<file path="config.mk">
export PLATFORM = sky130hd
export DESIGN_NAME = rat_ctrl
export DESIGN_NICKNAME = d
export VERILOG_FILES = /design/src/sv/rat_pkg.sv /design/src/sv/rat_ctrl.sv
export SDC_FILE = /design/constraint.sdc
export NUM_CORES = 1
export LEC_CHECK = 0
export ABC_AREA = 1
export BUFFER_PORTS_ARGS = -buffer_cell sky130_fd_sc_hd__buf_2
export CAP_MARGIN = 20
export CORE_AREA = 2 2 39 41
export CTS_CLUSTER_DIAMETER = 100
export DETAILED_ROUTE_END_ITERATION = 12
export DIE_AREA = 0 0 41 43
export HOLD_SLACK_MARGIN = 0.06
export PLACE_DENSITY_LB_ADDON = 0.25
export SYNTH_ARGS = -nofsm -noshare
export SYNTH_HDL_FRONTEND = slang
export SYNTH_SLANG_ARGS = --single-unit
</file>
<file path="constraint.sdc">
create_clock -name aclk -period 1.06 [get_ports aclk]
set_input_delay 0.106 -clock aclk [delete_from_list [all_inputs] [get_ports aclk]]
set_output_delay 0.106 -clock aclk [all_outputs]
set_load 0.05 [all_outputs]
</file>
<file path="src/sv/rat_pkg.sv">
// ----------------------------------------------------------------------------
// rat_pkg: shared types and codes for the rational accumulator ALU
// Operation and status codes, channel payloads, controller/datapath links.
// ----------------------------------------------------------------------------
package rat_pkg;

    localparam logic [2:0] OP_LOAD = 3'd0;
    localparam logic [2:0] OP_ADD  = 3'd1;
    localparam logic [2:0] OP_SUB  = 3'd2;
    localparam logic [2:0] OP_MUL  = 3'd3;
    localparam logic [2:0] OP_DIV  = 3'd4;

    localparam logic [1:0] ST_OK       = 2'd0;
    localparam logic [1:0] ST_ZERO_DEN = 2'd1;
    localparam logic [1:0] ST_OVERFLOW = 2'd2;

    typedef struct packed {
        logic [2:0]         operation;
        logic signed [31:0] operand_numerator;
        logic signed [31:0] operand_denominator;
    } in_item_t;

    typedef struct packed {
        logic signed [31:0] result_numerator;
        logic [30:0]        result_denominator;
        logic [1:0]         status;
    } out_item_t;

    // controller -> datapath commands
    typedef struct packed {
        logic capture;   // latch input item
        logic norm_op;   // normalize operand sign, start operand gcd
        logic gcd_step;  // one gcd iteration
        logic div_start; // start exact division by gcd
        logic div_step;  // one restoring division bit
        logic apply_op;  // form wide products / sums
        logic commit;    // check range and update accumulator
        logic reduce_res;// 0: reducing operand, 1: reducing result
    } cmd_t;

    // datapath -> controller status
    typedef struct packed {
        logic valid_op;
        logic zero_den_in;
        logic num_zero;
        logic gcd_done;
        logic div_done;
        logic nq_zero;
    } sts_t;

endpackage

</file>
<file path="src/sv/rat_ctrl.sv">
// ----------------------------------------------------------------------------
// rat_ctrl: sequencing controller
// Steps the datapath through operand reduction, operation and result reduction.
// ----------------------------------------------------------------------------
module rat_ctrl (
    input  logic          aclk,
    input  logic          aresetn,
    input  logic          s_valid,
    output logic          s_ready,
    output logic          m_valid,
    input  logic          m_ready,
    input  rat_pkg::sts_t sts,
    output rat_pkg::cmd_t cmd
);
    typedef enum logic [3:0] {
        S_IDLE, S_CHECK, S_OGCD, S_ODIV, S_APPLY, S_RCHK, S_RGCD, S_RDIV,
        S_COMMIT
    } state_t;

    state_t state_reg;
    logic   out_full_reg;
    logic   out_full_next;

    // a held result only blocks the commit, not the input
    assign s_ready = (state_reg == S_IDLE);
    assign m_valid = out_full_reg;

    always_comb begin
        cmd = '0;
        unique case (state_reg)
            S_IDLE:   cmd.capture = s_valid && s_ready;
            S_CHECK:  cmd.norm_op = 1'b1;
            S_OGCD:   cmd.gcd_step = 1'b1;
            S_ODIV:   cmd.div_step = 1'b1;
            S_APPLY:  cmd.apply_op = 1'b1;
            S_RCHK:   cmd.reduce_res = 1'b1;
            S_RGCD:   begin cmd.gcd_step = 1'b1; cmd.reduce_res = 1'b1; end
            S_RDIV:   begin cmd.div_step = 1'b1; cmd.reduce_res = 1'b1; end
            S_COMMIT: cmd.commit = !out_full_reg || m_ready;
            default:  cmd = '0;
        endcase
        if ((state_reg == S_OGCD || state_reg == S_RGCD) && sts.gcd_done)
            cmd.div_start = 1'b1;
    end

    always_comb begin
        priority if (cmd.commit) out_full_next = 1'b1;
        else if (out_full_reg && m_ready) out_full_next = 1'b0;
        else out_full_next = out_full_reg;
    end

    always_ff @(posedge aclk) begin
        if (!aresetn) begin
            state_reg    <= S_IDLE;
            out_full_reg <= 1'b0;
        end else begin
            out_full_reg <= out_full_next;
            unique case (state_reg)
                S_IDLE: if (s_valid && s_ready) state_reg <= S_CHECK;
                S_CHECK: begin
                    if (!sts.valid_op || sts.zero_den_in) state_reg <= S_COMMIT;
                    else if (sts.num_zero) state_reg <= S_APPLY;
                    else state_reg <= S_OGCD;
                end
                S_OGCD: if (sts.gcd_done) state_reg <= S_ODIV;
                S_ODIV: if (sts.div_done) state_reg <= S_APPLY;
                S_APPLY: state_reg <= S_RCHK;
                S_RCHK: begin
                    if (sts.nq_zero || sts.num_zero) state_reg <= S_COMMIT;
                    else state_reg <= S_RGCD;
                end
                S_RGCD: if (sts.gcd_done) state_reg <= S_RDIV;
                S_RDIV: if (sts.div_done) state_reg <= S_COMMIT;
                S_COMMIT: if (cmd.commit) state_reg <= S_IDLE;
                default: state_reg <= S_IDLE;
            endcase
        end
    end
endmodule

</file>
==> results.yml <==
yosys:
  synth_nets: 99
  synth_cell_type_count: 17
  syn_area_um2: 500
  synthTopCellsByArea: "dfxtp_1, nor2_1, nand2_1"
  ys_warn_count: 0
  synthFlopType: "dfxtp_1"
  synth_top_area_cell: "dfxtp_1"
  synthArstFlopShare_pct: 0
  synth_cells: 89
  seq_area_frac_synth_pct: 20.0
  synth-seq-cells: 5
  synth_edf_count: 0
  yosys.area.top_type_share_pct: 20.0
  syn_area_per_cell_um2: 5.62
  post-synth-top-count-cell: "nor2_1"
  ys_top_cells_by_count: "nor2_1, nand2_1, inv_1"
grt:
  grt_max_degree: 6
  grt_pass1_vias: 627
  grt_pass1_wl_um: 2530
  antenna_found_initial: 0
  overflow: 0
  grt.total_usage_pct: 20.8
final_layout:
  drive_gt1_share_pct: 64.9
  fin_nets: 142
  area_growth_pct: 110
  largest_register_ffs: 4
  final_cells: 147
  n_fill_cell: 84
  diodes: 0
  final_util_pct: 76.0
cts:
  clk-insertion-delay-late_ps: 240
  clock-root-buffer: "clkbuf_4"
  path_clk_slew_ps: 40
  cts_tree: "done"
  cts_max_level: 1
  clock_path_buffers: 2
  hold_buffers: 0
  cts_sinks: 5
  cts-buffers-inserted: 3
timing:
  relSlewSlack_pct: 82.3
  fin_setup_tns_ps: -2010
  fmax_mhz: 794
  setup_viol_count_final: 13
  finalClockSkew_ps: 0.856
  fin_crit_sh_pct: 119
  rsz0062_at_grt: "true"
  drv_slew: 0
  finalHoldViolCount: 0
  setup_ws_ps: -200
  finalCriticalPeriod_ps: 1260
  worst_pin_slew_ps: 264
floorplan:
  dieArea_mm2: 0.00176
  rows: 14
  core_area_mm2: 0.00138
  ioPinCount: 20
  dieHeight_um: 43
  start_util_pct: 36.2
  fp.dieW_um: 41
placed_design:
  dp.cells: 138
  dpl.hpwl_um: 1130
  port-buffer-count: 19
  globalplace.congestion: 0.902
  dp_slack_ps: -115
setup_path:
  cp.arrival_ps: 1150
  slowest_stage: "dfxtp_4"
  crit_type: "reg -> out"
  path_cells: "nor2_4 -> inv_4 -> nor3_4 -> buf_6"
  crit_required_ps: 950
  start_kind: "flip-flop"
  crit_path_max_fanout: 5
  critPathCaptureType: "output port"
  max_stage_delay_ps: 350
route:
  wl_per_cell_um: 12.2
  wirelength_um: 1800
  drt-initial-drc-count: 12
  vias: 708
  viasPerCell: 4.82
  first_pass_iters: 4
  drc: 0
  ant_nets: 0
status:
  violations: "negative setup slack"
  status: "finished with violations"
hold_path:
  worstHoldPathType: "in -> reg"
run:
  cap_viol_max_count: 0
## final timing paths
check | from | cells past startpoint | endpoint | slack (ps)
max reg2reg | state_reg[3]$_SDFFE_PN0P_ | 6 | state_reg[0]$_SDFFE_PN0P_ | -180
min | aresetn | 3 | state_reg[3]$_SDFFE_PN0P_ | 130
max | state_reg[0]$_SDFFE_PN0P_ | 4 | cmd[7] | -200
min reg2reg | state_reg[1]$_SDFFE_PN0P_ | 4 | state_reg[1]$_SDFFE_PN0P_ | 650
## per-layer routing
layer / vias to the layer above / GRT usage [%] / routed length, um
li1: 357 / - / -
met1: 313 / 23.3 / 689
met2: 28 / 34.1 / 945
met3: 10 / 5.76 / 83
met4: 0 / 10.0 / 76
met5: - / 0 / 0
## cell usage in the layout (no fill, tap or decap), drive strengths merged
| cell | netlist | final |
|---|---|---|
| nand2 | 22 | 22 |
| inv | 15 | 15 |
| nand4 | 2 | 2 |
| nor2 | 29 | 29 |
| nor3 | 2 | 2 |
| o21a | 1 | 1 |
| dfxtp | 5 | 5 |
| clkbuf | 0 | 4 |
| o21ai | 4 | 4 |
| nand3 | 7 | 7 |
| buf | 2 | 40 |
## cells by family after synthesis
kind of cell / synth area share [%]
compound gates: 5.50
buf+inv: 14.3
flops: 20.0
simple gates: 60.2
## worst max-delay path: cells and delay by family (launching register included)
kind | cells | cell delay [ps]
flops | 1 | 350
simple gates | 2 | 310
buf+inv | 2 | 260
## per-stage QoR
stage / hold slack [ps] / cell area (um2)
floorplan: 217 / 591
global placement: 381 / 803
detailed placement: 382 / 803
CTS: 131 / 983
global route: 141 / 1050
finish: 132 / 1050
## what timing repair did
item	in CTS	in global routing
pin swaps	8	16
gates resized for setup	36	16
setup endpoints to repair	13	14
buffers inserted	5	1
## final cells by class
| type | instances | area (um2) | area share [%] |
|---|---|---|---|
| sequential | 5 | 114 | 10.8 |
| inverter | 15 | 63.8 | 6.06 |
| tap | 16 | 20.0 | 1.90 |
| multi-input combinational | 67 | 489 | 46.5 |
| clock buffer | 4 | 26.3 | 2.50 |
| timing repair buffer | 40 | 339 | 32.2 |
Power is left out: the tool's default activity adds up to more than one toggle a clock period on the data nets, which glitch-free logic cannot reach.
